## src/sv/desu_pkg.sv

```systemverilog
`timescale 1ns / 1ps
// ----------------------------------------------------------------------------
// desu_pkg
// shared constants and types for the der ecdsa signature unpacker
// ----------------------------------------------------------------------------
package desu_pkg;

  localparam int unsigned SCALAR_BYTES_DEF = 32;

  localparam int unsigned BYTE_W = 8;
  localparam int unsigned POS_W  = 6;
  localparam int unsigned ERR_W  = 2;

  localparam logic [BYTE_W-1:0] TAG_SEQUENCE = 8'h30;
  localparam logic [BYTE_W-1:0] TAG_INTEGER  = 8'h02;

  localparam int unsigned PHASE_W = 3;
  localparam logic [PHASE_W-1:0] PH_IDLE    = 3'd0;
  localparam logic [PHASE_W-1:0] PH_SEQ_LEN = 3'd1;
  localparam logic [PHASE_W-1:0] PH_INT_TAG = 3'd2;
  localparam logic [PHASE_W-1:0] PH_INT_LEN = 3'd3;
  localparam logic [PHASE_W-1:0] PH_PAD     = 3'd4;
  localparam logic [PHASE_W-1:0] PH_DATA    = 3'd5;
  localparam logic [PHASE_W-1:0] PH_DONE    = 3'd6;
  localparam logic [PHASE_W-1:0] PH_FAULT   = 3'd7;

  localparam logic [ERR_W-1:0] ERR_NONE    = 2'd0;
  localparam logic [ERR_W-1:0] ERR_SEQ_TAG = 2'd1;
  localparam logic [ERR_W-1:0] ERR_INT_TAG = 2'd2;
  localparam logic [ERR_W-1:0] ERR_INT_LEN = 2'd3;

  typedef struct packed {
    logic [BYTE_W-1:0] scalar_byte;
    logic [POS_W-1:0]  byte_position;
    logic [ERR_W-1:0]  error_code;
    logic              last;
  } result_t;

endpackage

```

## src/sv/desu_step.sv

```systemverilog
`timescale 1ns / 1ps
// ----------------------------------------------------------------------------
// desu_step
// next-state and result logic for one accepted byte of the der stream
// ----------------------------------------------------------------------------
module desu_step #(
  parameter int unsigned SCALAR_BYTES = desu_pkg::SCALAR_BYTES_DEF,
  parameter int unsigned CNT_W        = $clog2(SCALAR_BYTES)
) (
  input  logic [desu_pkg::PHASE_W-1:0] phase,
  input  logic [CNT_W-1:0]             count,
  input  logic                         second,
  input  logic [desu_pkg::BYTE_W-1:0]  data_byte,
  input  logic                         frame_start,
  output logic [desu_pkg::PHASE_W-1:0] phase_nxt,
  output logic [CNT_W-1:0]             count_nxt,
  output logic                         second_nxt,
  output logic                         emit,
  output desu_pkg::result_t            result
);

  localparam int unsigned POS_SUM_W = desu_pkg::POS_W + 1;

  logic                      end_int;
  logic [POS_SUM_W-1:0]      pos_sum;

  assign end_int = (count == CNT_W'(SCALAR_BYTES - 1));
  assign pos_sum = (second ? POS_SUM_W'(SCALAR_BYTES) : '0) + POS_SUM_W'(count);

  always_comb begin
    phase_nxt  = phase;
    count_nxt  = count;
    second_nxt = second;
    emit       = 1'b0;
    result     = '0;
    if (frame_start) begin
      second_nxt = 1'b0;
      count_nxt  = '0;
      if (data_byte != desu_pkg::TAG_SEQUENCE) begin
        emit              = 1'b1;
        result.error_code = desu_pkg::ERR_SEQ_TAG;
        result.last       = 1'b1;
        phase_nxt         = desu_pkg::PH_FAULT;
      end else begin
        phase_nxt = desu_pkg::PH_SEQ_LEN;
      end
    end else begin
      unique case (phase)
        desu_pkg::PH_SEQ_LEN: begin
          phase_nxt = desu_pkg::PH_INT_TAG;
        end
        desu_pkg::PH_INT_TAG: begin
          if (data_byte != desu_pkg::TAG_INTEGER) begin
            emit              = 1'b1;
            result.error_code = desu_pkg::ERR_INT_TAG;
            result.last       = 1'b1;
            phase_nxt         = desu_pkg::PH_FAULT;
          end else begin
            phase_nxt = desu_pkg::PH_INT_LEN;
          end
        end
        desu_pkg::PH_INT_LEN: begin
          count_nxt = '0;
          priority if (data_byte == desu_pkg::BYTE_W'(SCALAR_BYTES)) begin
            phase_nxt = desu_pkg::PH_DATA;
          end else if (data_byte == desu_pkg::BYTE_W'(SCALAR_BYTES + 1)) begin
            phase_nxt = desu_pkg::PH_PAD;
          end else begin
            emit              = 1'b1;
            result.error_code = desu_pkg::ERR_INT_LEN;
            result.last       = 1'b1;
            phase_nxt         = desu_pkg::PH_FAULT;
          end
        end
        desu_pkg::PH_PAD: begin
          phase_nxt = desu_pkg::PH_DATA;
        end
        desu_pkg::PH_DATA: begin
          emit                 = 1'b1;
          result.scalar_byte   = data_byte;
          result.byte_position = pos_sum[desu_pkg::POS_W-1:0];
          result.error_code    = desu_pkg::ERR_NONE;
          result.last          = end_int && second;
          if (end_int) begin
            count_nxt = '0;
            if (second) begin
              phase_nxt = desu_pkg::PH_DONE;
            end else begin
              second_nxt = 1'b1;
              phase_nxt  = desu_pkg::PH_INT_TAG;
            end
          end else begin
            count_nxt = count + CNT_W'(1);
          end
        end
        default: begin
          // idle, done and fault drop the byte
          phase_nxt = phase;
        end
      endcase
    end
  end

endmodule

```

## src/sv/der_ecdsa_signature_unpacker.sv

```systemverilog
`timescale 1ns / 1ps
// ----------------------------------------------------------------------------
// der_ecdsa_signature_unpacker
// parses a der ecdsa signature byte stream into numbered raw r/s bytes
// ----------------------------------------------------------------------------
// a result is registered and appears on out_* in the cycle after its byte transfer
// throughput: one byte per cycle while in_tready is high, set by the single parse register stage
// the input stays ready while the output register is empty or being drained
// reset (rst_n low, synchronous) returns the parser to idle, awaiting a
// start-marked byte, and empties the output register
module der_ecdsa_signature_unpacker #(
  parameter int unsigned SCALAR_BYTES = desu_pkg::SCALAR_BYTES_DEF
) (
  input  logic        clk,
  input  logic        rst_n,
  input  logic        in_tvalid,
  output logic        in_tready,
  input  logic [7:0]  in_tdata,   // [7:0] data_byte
  input  logic [0:0]  in_tuser,   // [0] frame_start
  output logic        out_tvalid,
  input  logic        out_tready,
  output logic [15:0] out_tdata,  // [7:0] scalar_byte, [13:8] byte_position, [15:14] zero
  output logic [1:0]  out_tuser,  // [1:0] error_code
  output logic        out_tlast
);

  localparam int unsigned CNT_W = $clog2(SCALAR_BYTES);

  logic [desu_pkg::PHASE_W-1:0] phase_r;
  logic [desu_pkg::PHASE_W-1:0] phase_nxt;
  logic [CNT_W-1:0]             count_r;
  logic [CNT_W-1:0]             count_nxt;
  logic                         second_r;
  logic                         second_nxt;
  logic                         emit;
  desu_pkg::result_t            result_nxt;
  desu_pkg::result_t            result_r;
  logic                         out_valid_r;
  logic                         in_xfer;

  assign in_tready = !out_valid_r || out_tready;
  assign in_xfer   = in_tvalid && in_tready;

  desu_step #(
    .SCALAR_BYTES (SCALAR_BYTES),
    .CNT_W        (CNT_W)
  ) u_step (
    .phase       (phase_r),
    .count       (count_r),
    .second      (second_r),
    .data_byte   (in_tdata),
    .frame_start (in_tuser[0]),
    .phase_nxt   (phase_nxt),
    .count_nxt   (count_nxt),
    .second_nxt  (second_nxt),
    .emit        (emit),
    .result      (result_nxt)
  );

  always_ff @(posedge clk) begin
    if (!rst_n) begin
      phase_r     <= desu_pkg::PH_IDLE;
      count_r     <= '0;
      second_r    <= 1'b0;
      out_valid_r <= 1'b0;
    end else begin
      if (in_xfer) begin
        phase_r     <= phase_nxt;
        count_r     <= count_nxt;
        second_r    <= second_nxt;
        out_valid_r <= emit;
      end else if (out_tready) begin
        out_valid_r <= 1'b0;
      end
    end
  end

  always_ff @(posedge clk) begin
    if (in_xfer && emit) begin
      result_r <= result_nxt;
    end
  end

  assign out_tvalid = out_valid_r;
  assign out_tdata  = {2'b00, result_r.byte_position, result_r.scalar_byte};
  assign out_tuser  = result_r.error_code;
  assign out_tlast  = result_r.last;

endmodule
```

## config.mk

```make
export PLATFORM = sky130hd
export DESIGN_NAME = der_ecdsa_signature_unpacker
export DESIGN_NICKNAME = d
export VERILOG_FILES = /design/src/sv/desu_pkg.sv /design/src/sv/desu_step.sv /design/src/sv/der_ecdsa_signature_unpacker.sv
export SDC_FILE = /design/constraint.sdc
export NUM_CORES = 1
export LEC_CHECK = 0
export ABC_AREA = 1
export BUFFER_PORTS_ARGS = -buffer_cell sky130_fd_sc_hd__buf_2
export CAP_MARGIN = 20
export CORE_ASPECT_RATIO = 1.2
export CORE_MARGIN = 2
export CORE_UTILIZATION = 50
export CTS_BUF_LIST = sky130_fd_sc_hd__clkbuf_16
export CTS_CLUSTER_SIZE = 25
export DETAILED_ROUTE_END_ITERATION = 12
export GPL_ROUTABILITY_DRIVEN = 1
export MAX_ROUTING_LAYER = met4
export PLACE_DENSITY = 0.74
export SYNTH_ARGS = -nofsm -noshare
export SYNTH_HDL_FRONTEND = slang
export SYNTH_HIERARCHICAL = 1
export SYNTH_SLANG_ARGS = --single-unit
```

## constraint.sdc

```tcl
create_clock -name clk -period 2.89 [get_ports clk]
set_input_delay 0.867 -clock clk [delete_from_list [all_inputs] [get_ports clk]]
set_output_delay 0.867 -clock clk [all_outputs]
set_load 0.02 [all_outputs]
```

==> results of run 1 <==
## final cells by class
class	count	share of cell area, %
flip-flops and latches	27	40.1
inverters	41	8.68
clock buffers	3	4.23
well taps	36	2.54
clock inverters	1	0.212
repair buffers	33	9.60
multi-input cells	133	34.7
## where the power goes
group          switching, W  internal, W
clock network      0.000119     0.000185
registers         0.0000157     0.000434
logic              0.000101    0.0000512
## worst min path at each step
| stage | from | end | slack, ps | cells past startpoint |
|---|---|---|---|---|
| after floorplan | count_r[3] | count_r[3] | 450 | 2 |
| after global placement | count_r[3] | count_r[3] | 470 | 2 |
| after detailed placement | count_r[3] | count_r[3] | 480 | 2 |
| after CTS | count_r[3] | count_r[3] | 490 | 2 |
| after global routing | count_r[3] | count_r[3] | 530 | 2 |
| final | count_r[3] | count_r[3] | 480 | 2 |
## tightest hold or removal path, delay by kind of cell (launching register included)
family,cells,cell delay (ps)
compound gates,1,40
flops,1,320
simple gates,1,80
## per-layer routing
metal / global-route usage, % / share of wire (%)
met5: - / 0
met4: 8.54 / 1.9
met3: 2.73 / 6.5
met2: 31.3 / 48
met1: 21.5 / 43
## state kept, by name, summed over array words and instances (netlist names)
signal,cells
count_r,5
out_tuser,2
out_tdata,14
phase_r,3
out_tvalid,1
second_r,1
out_tlast,1
## placed cells by master (no fill, tap or decap)
master,netlist,layout
a21oi_1,12,12
a22oi_1,1,1
a31oi_1,2,2
buf_2,0,31
buf_4,3,2
clkbuf_16,0,3
conb_1,1,2
dfxtp_1,10,10
edfxtp_1,17,17
ha_1,2,2
inv_1,37,38
inv_2,4,4
nand2_1,39,39
nand2_2,3,3
nand3_1,18,18
nand3_2,1,1
nand4_1,3,3
nor2_1,39,39
nor2_2,3,3
nor3_2,1,1
o21ai_0,5,5
o21ai_2,1,1
xor2_1,1,1
## stage by stage
stage	std cells	utilization [%]	total power (W)	hold WS (ps)
3_3_place_gp	270	56.0	0.000608	470
3_5_place_dp	270	56.0	0.000609	475
6_report	274	58.6	0.000906	481
2_1_floorplan	209	-	0.000573	452
4_1_cts	274	58.6	0.000915	492
5_1_grt	274	58.6	0.000951	534
## logic make-up after synthesis
family | synth area share [%]
buffers and inverters | 15.2
and+or+nand+nor | 29.5
xor gates and xnor gates | 0.562
other | 0.241
DFF | 45.6
adders and majority gates | 1.60
AOI/OAI and AO/OA | 7.30
==> results_dict.tcl, run 1 <==
set metrics [dict create \
    outcome "finished clean" \
    r2r_slack_ps 1080 \
    routabilityCongestion 0.826 \
    vias 1358 \
    dr.pass1.iters 4 \
    gr-total-overflow 0 \
    synth.area.top_cells "edfxtp_1 33%, dfxtp_1 13%, nand2_1 9.4%" \
    r2r_cells 13 \
    synth_top_area_share_pct 32.7 \
    synth_edf_count 17 \
    tns_ps 0 \
    rr_startpoint "count_r[0]" \
    maxSlewViolCount 0 \
    setup_violations 0 \
    cts_setup_buffers 0 \
    max_clock_freq_mhz 482 \
    htree_num_levels 1 \
    via_per_inst 4.96 \
    start_util_pct 51.5 \
    clockRootBuffer "clkbuf_16" \
    fin_skew_ps 3.19 \
    power_leakage_nw 0.884 \
    wl_per_cell_um 10.8 \
    synth_top_area_cell "edfxtp_1" \
    worstPathRequired_ps 2020 \
    synth_cell_types 23 \
    crit_chain "buf_2, inv_1, nand2_2, buf_2" \
    nFillCells 303 \
    r2r_end "phase_r[2]" \
    cts_buffers 3 \
    clk-insertion-delay-late_ps 260 \
    yosys_warnings 6 \
    ctsHoldBuffers 0 \
    path_clk_slew_ps 60 \
    multi_input_area_um2 614 \
    cp_num_cells 4 \
    io_buffer_count 31 \
    die-area_um2 3580 \
    syn_to_final_growth_pct 13.7 \
    cts_tree "built" \
    routed_wirelength_um 2960 \
    slowest_delay_ps 150 \
    regArea_um2 711 \
    drt-initial-drc-count 58 \
    synthFlopType "edfxtp_1" \
    dpl_cell_area_um2 1690 \
    layout_setup_ws_ps 815 \
    die_y_um 65.2 \
    critPathSlowestCell "buf_2" \
    crit_end "in_tready" \
    period_needed_ps 2080 \
    crit_fanout 2 \
    coreArea_um2 3030 \
    hold_class "register to register" \
    design_area_um2 1770 \
    startpoint_type "input pin" \
    synth_seq_area_share_pct 45.6 \
    grt.total_usage_pct 18.7 \
    cts.sink_count 27 \
    cts-resized-gates 0 \
    nNetsFinal 254 \
    path_class "input pin to output port" \
    drc 0 \
    path_delay_family "buffers and inverters" \
    rsz0062_at_grt "false" \
    hold_viol 0 \
    grt_pass1_vias 1167 \
    antenna_found_initial 0 \
    worstSetupStartpoint "out_tready" \
    cts_buffer_depth 2 \
    n_antenna_cell 0 \
    power_density_nw_per_um2 511 \
    avgSynthCellArea_um2 7.50 \
    grt_pass1_wl_um 4800 \
    ir_drop_mv 0.281 \
    dp_hpwl_um 2230 \
    synthArstFlopShare_pct 0 \
    grt_max_degree 21 \
    synth_cells 208 \
    drive_gt1_share_pct 20.6 \
    preCtsSetupSlack_ps 562 \
    die_w_um 55.0 \
    maxCapViolations 0 \
    rows 22 \
    postRouteAntennaNets 0 \
    period_share_pct 71.8 \
    io_pins 34 \
    syn_area_um2 1560 \
    path_buf_inv 3 \
    endpoint_kind "output port" \
    ys_ff_latch 27 \
    cp_common_cell "buf_2" \
    synth_top_cells_by_count "39 x nand2_1, 39 x nor2_1, 37 x inv_1" \
    cp.arrival_ps 1210 \
]
Note: power is estimated with default switching activity, not from simulation.
==> inputs of run 2 (changes only) <==
--- a/config.mk
+++ b/config.mk
@@ -10,13 +10,13 @@
 export CAP_MARGIN = 20
 export CORE_ASPECT_RATIO = 1.2
 export CORE_MARGIN = 2
-export CORE_UTILIZATION = 50
+export CORE_UTILIZATION = 48
 export CTS_BUF_LIST = sky130_fd_sc_hd__clkbuf_16
 export CTS_CLUSTER_SIZE = 25
 export DETAILED_ROUTE_END_ITERATION = 12
 export GPL_ROUTABILITY_DRIVEN = 1
 export MAX_ROUTING_LAYER = met4
-export PLACE_DENSITY = 0.74
+export PLACE_DENSITY = 0.75
 export SYNTH_ARGS = -nofsm -noshare
 export SYNTH_HDL_FRONTEND = slang
 export SYNTH_HIERARCHICAL = 1
==> constraint.sdc (replaced) <==
create_clock -name clk -period 1.69 [get_ports clk]
set_input_delay 0.507 -clock clk [delete_from_list [all_inputs] [get_ports clk]]
set_output_delay 0.507 -clock clk [all_outputs]
set_load 0.02 [all_outputs]
==> results_dict.tcl, run 2 (synthesis results as in run 1) <==
set metrics [dict create \
    io_buffer_count 31 \
    grt.total_usage_pct 19.0 \
    htree_num_levels 1 \
    r2r_slack_ps 110 \
    grt_pass1_vias 1254 \
    fin_skew_ps 2.82 \
    path_clk_slew_ps 60 \
    cts_setup_buffers 0 \
    dp_hpwl_um 2450 \
    hold_class "register to register" \
    syn_to_final_growth_pct 25.8 \
    slowest_delay_ps 360 \
    mostFrequentLayoutCells "38 x nand2_1, 34 x inv_1, 34 x nor2_1" \
    n_antenna_cell 0 \
    setup_violations 0 \
    routabilityCongestion 0.883 \
    wl_per_cell_um 11.4 \
    ctsHoldBuffers 0 \
    routed_wirelength_um 3300 \
    crit_fanout 6 \
    period_needed_ps 1580 \
    clockRootBuffer "clkbuf_16" \
    gr-total-overflow 0 \
    grt_max_degree 20 \
    critPathSlowestCell "dfxtp_1" \
    power_leakage_nw 0.964 \
    hold_depth 2 \
    path_delay_family "simple AND/OR/NAND/NOR gates" \
    ir_drop_mv 0.617 \
    layout_setup_ws_ps 109 \
    r2r_end "out_tdata[12]" \
    cp.arrival_ps 1550 \
    worstPathRequired_ps 1660 \
    start_util_pct 50.6 \
    endpoint_kind "register" \
    power_density_nw_per_um2 817 \
    preCtsSetupSlack_ps -127 \
    hold_viol 0 \
    cts_buffers 3 \
    path_class "register to register" \
    via_per_inst 4.88 \
    cts.sink_count 27 \
    outcome "finished clean" \
    rows 22 \
    rsz0062_at_grt "false" \
    die_y_um 66.4 \
    die-area_um2 3720 \
    largest_register_ffs 14 \
    rr_startpoint "phase_r[2]" \
    postRouteAntennaNets 0 \
    io_pins 34 \
    r2r_cells 10 \
    multi_input_area_um2 663 \
    max_clock_freq_mhz 632 \
    cts_buffer_depth 2 \
    antenna_found_initial 0 \
    dr.pass1.iters 4 \
    cp_common_cell "nand2_1" \
    vias 1421 \
    drive_gt1_share_pct 33.3 \
    final_common_cell "nand2_1" \
    startpoint_type "register" \
    clk-insertion-delay-late_ps 260 \
    period_share_pct 93.6 \
    nFillCells 284 \
    maxSlewViolCount 0 \
    nNetsFinal 271 \
    drc 0 \
    drt-initial-drc-count 35 \
    hp-start "count_r[3]" \
    die_w_um 56.0 \
    grt_pass1_wl_um 5330 \
    cts_tree "built" \
    maxCapViolations 0 \
    hold_ws_ps 483 \
    hold_end "count_r[3]" \
    regArea_um2 716 \
    coreArea_um2 3080 \
    path_buf_inv 4 \
    crit_chain "inv_2, nand3_1, inv_1, nand3_2, nand2_1, nand2_1, nand2_1, inv_2, nor2_4, buf_4" \
]
-- run 2: layer usage --
metal	GRT usage, %	part of all wire (%)
met3	3.33	5.2
met4	9.23	2.5
met5	-	0
met1	20.1	41
met2	34.4	51
-- run 2: power breakdown --
group          leakage [nW]  switching (W)  internal [W]
registers             0.246      0.0000252      0.000744
logic                 0.676       0.000190      0.000122
clock network        0.0423       0.000205      0.000316
-- run 2: worst max path at each step --
stage	from	to	cells after the start
finish	phase_r[2]	out_tdata[12]	10
global route	phase_r[2]	out_tdata[13]	10
CTS	count_r[0]	phase_r[1]	13
detailed placement	in_tdata[3]	out_tdata[7]	12
global placement	in_tdata[3]	out_tdata[7]	12
floorplan	in_tdata[3]	out_tdata[0]	10
-- run 2: cell type report --
class                   instances  area share, %
clock buffers                   3           3.83
multi-input cells             133           33.8
flip-flops and latches         27           36.5
well taps                      36           2.30
inverters                      41           7.98
clock inverters                 1          0.191
repair buffers                 50           15.4
-- run 2: stage by stage --
step                      util (%)  power [W]  area, µm²  instances  TNS [ps]
after floorplan                  -   0.000985       1590        209         0
after global placement        59.8    0.00108       1840        287     -1200
after detailed placement      59.8    0.00108       1840        287     -2030
after CTS                     62.4    0.00161       1920        291         0
after global routing          63.6    0.00169       1960        291         0
final                         63.6    0.00160       1960        291         0
-- run 2: timing repair --
action | in CTS | in global routing
endpoints found under the setup margin | 0 | 25
endpoints found under the hold margin | 0 | 0
gates resized for setup | 0 | 14
-- run 2: worst reg2reg max path, stage by stage, from the launching register on --
cell and delay (ps):
dfxtp_1 360, inv_2 100, nand3_1 90, inv_1 120, nand3_2 100, nand2_1 80
nand2_1 60, nand2_1 80, inv_2 50, nor2_4 100, buf_4 170
==> inputs of run 3 (changes only) <==
--- a/config.mk
+++ b/config.mk
@@ -10,13 +10,13 @@
 export CAP_MARGIN = 20
 export CORE_ASPECT_RATIO = 1.2
 export CORE_MARGIN = 2
-export CORE_UTILIZATION = 48
+export CORE_UTILIZATION = 45
 export CTS_BUF_LIST = sky130_fd_sc_hd__clkbuf_16
 export CTS_CLUSTER_SIZE = 25
 export DETAILED_ROUTE_END_ITERATION = 12
 export GPL_ROUTABILITY_DRIVEN = 1
 export MAX_ROUTING_LAYER = met4
-export PLACE_DENSITY = 0.75
+export PLACE_DENSITY = 0.68
 export SYNTH_ARGS = -nofsm -noshare
 export SYNTH_HDL_FRONTEND = slang
 export SYNTH_HIERARCHICAL = 1
==> constraint.sdc (replaced) <==
create_clock -name clk -period 1.49 [get_ports clk]
set_input_delay 0.447 -clock clk [delete_from_list [all_inputs] [get_ports clk]]
set_output_delay 0.447 -clock clk [all_outputs]
set_load 0.02 [all_outputs]
==> results_dict.tcl, run 3 (synthesis results as in run 1) <==
set metrics [dict create \
    regArea_um2 718 \
    slowest_delay_ps 340 \
    multi_input_area_um2 744 \
    clk-insertion-delay-late_ps 260 \
    crit_chain "buf_4, nand3_4, nor2_4, nor2_1, nand2_1, inv_2, nor2_4, clkbuf_16" \
    coreArea_um2 3340 \
    rsz0062_at_grt "true" \
    crit_fanout 8 \
    die_y_um 68.5 \
    n_antenna_cell 0 \
    layout_setup_ws_ps -29.6 \
    nFillCells 271 \
    cts_buffers 3 \
    largest_register_ffs 14 \
    ir_drop_mv 0.919 \
    cp_common_cell "nor2_4" \
    outcome "finished, violations left" \
    final_common_cell "nand2_1" \
    nNetsFinal 287 \
    die_w_um 57.7 \
    setup_violations 9 \
    routabilityCongestion 0.827 \
    violations "negative setup slack" \
    gr-total-overflow 0 \
    grt.total_usage_pct 17.1 \
    maxSlewViolCount 0 \
    preCtsSetupSlack_ps -232 \
    cts_tree "built" \
    worstSetupStartpoint "phase_r[2]" \
    endpoint_kind "register" \
    mostFrequentLayoutCells "35 x nand2_1, 33 x nor2_1, 33 x buf_4" \
    postRouteAntennaNets 0 \
    wl_met3_um 177 \
    hp-start "count_r[3]" \
    period_needed_ps 1520 \
    dp_hpwl_um 2500 \
    drc 0 \
    syn_to_final_growth_pct 41.8 \
    io_buffer_count 31 \
    grt_pass1_vias 1203 \
    worstPathRequired_ps 1470 \
    routed_wirelength_um 3420 \
    cts.sink_count 27 \
    cp.arrival_ps 1500 \
    met1Wirelength_um 1450 \
    rr_startpoint "phase_r[2]" \
    drt-initial-drc-count 40 \
    critPathSlowestCell "dfxtp_1" \
    hold_viol 0 \
    wl_per_cell_um 11.1 \
    finalPower_w 0.00191 \
    grt_max_degree 20 \
    fin_skew_ps 3.84 \
    io_pins 34 \
    path_buf_inv 3 \
    top_layer "met4" \
    via_per_inst 4.75 \
    path_class "register to register" \
    die-area_um2 3950 \
    power_density_nw_per_um2 863 \
    dr.pass1.iters 4 \
    grt_pass1_wl_um 5000 \
    power_leakage_nw 1.08 \
    hold_class "register to register" \
    vias 1463 \
    route.met2.wl_um 1740 \
    path_clk_slew_ps 60 \
    path_delay_family "simple AND/OR/NAND/NOR gates" \
    maxCapViolations 0 \
    cts_buffer_depth 2 \
    rows 23 \
    clockRootBuffer "clkbuf_16" \
    start_util_pct 46.7 \
    max_clock_freq_mhz 658 \
    htree_num_levels 1 \
    drive_gt1_share_pct 42.1 \
    antenna_found_initial 0 \
    period_share_pct 102 \
    startpoint_type "register" \
]
-- run 3: cell count changes in the layout (fill, tap and decap cells not counted), sizes merged --
cell,change
clkbuf,+1
buf,+15
-- run 3: repair_timing --
action / CTS / global route
pin swaps: 8 / 5
endpoints found under the setup margin: 24 / 28
buffers inserted: 0 / 2
gates cloned: 0 / 1
hold buffers: 0 / 0
gates resized for setup: 8 / 25
-- run 3: final cells by class --
cell class / count / share of cell area (%)
clock inverters: 1 / 0.170
inverters: 41 / 7.64
multi-input cells: 133 / 33.7
well taps: 37 / 2.09
clock buffers: 3 / 3.40
flip-flops and latches: 27 / 32.5
repair buffers: 66 / 20.5
-- run 3: path summary, 6_finish.rpt --
kind,end,slack (ps),cells after the start
worst max-delay path,out_tdata[4],-30,8
worst min-delay path,count_r[3],480,2
worst max register to register,out_tdata[4],-30,8
worst min register to register,count_r[3],480,2
-- run 3: routing by layer --
metal | up-vias | GRT usage [%]
li1 | 771 | -
met1 | 646 | 18.8
met2 | 41 | 30.8
met3 | 5 | 2.65
met4 | 0 | 6.98
met5 | - | -
-- run 3: where the power goes --
| group | switching (W) | total, W | internal [W] | leakage [nW] |
|---|---|---|---|---|
| Clock | 0.000240 | 0.000599 | 0.000359 | 0.0423 |
| Combinational | 0.000250 | 0.000440 | 0.000190 | 0.791 |
| Sequential | 0.0000249 | 0.000868 | 0.000843 | 0.247 |
-- run 3: metrics by stage --
stage,instance area (µm²),hold slack (ps),util [%],setup TNS (ps),instances
finish,2210,483,66.2,-226,308
global route,2210,509,66.2,-2290,308
CTS,2090,489,62.6,-34.6,305
detailed placement,1990,474,59.7,-4520,301
global placement,1990,468,59.7,-4340,301
floorplan,1620,452,-,-2210,209
-- run 3: worst min-delay path, delay by kind of cell, from the launching register on --
family | cells | cell delay, ps
flip-flops | 1 | 320
AO/OA/AOI/OAI | 1 | 40
AND/OR/NAND/NOR | 1 | 90
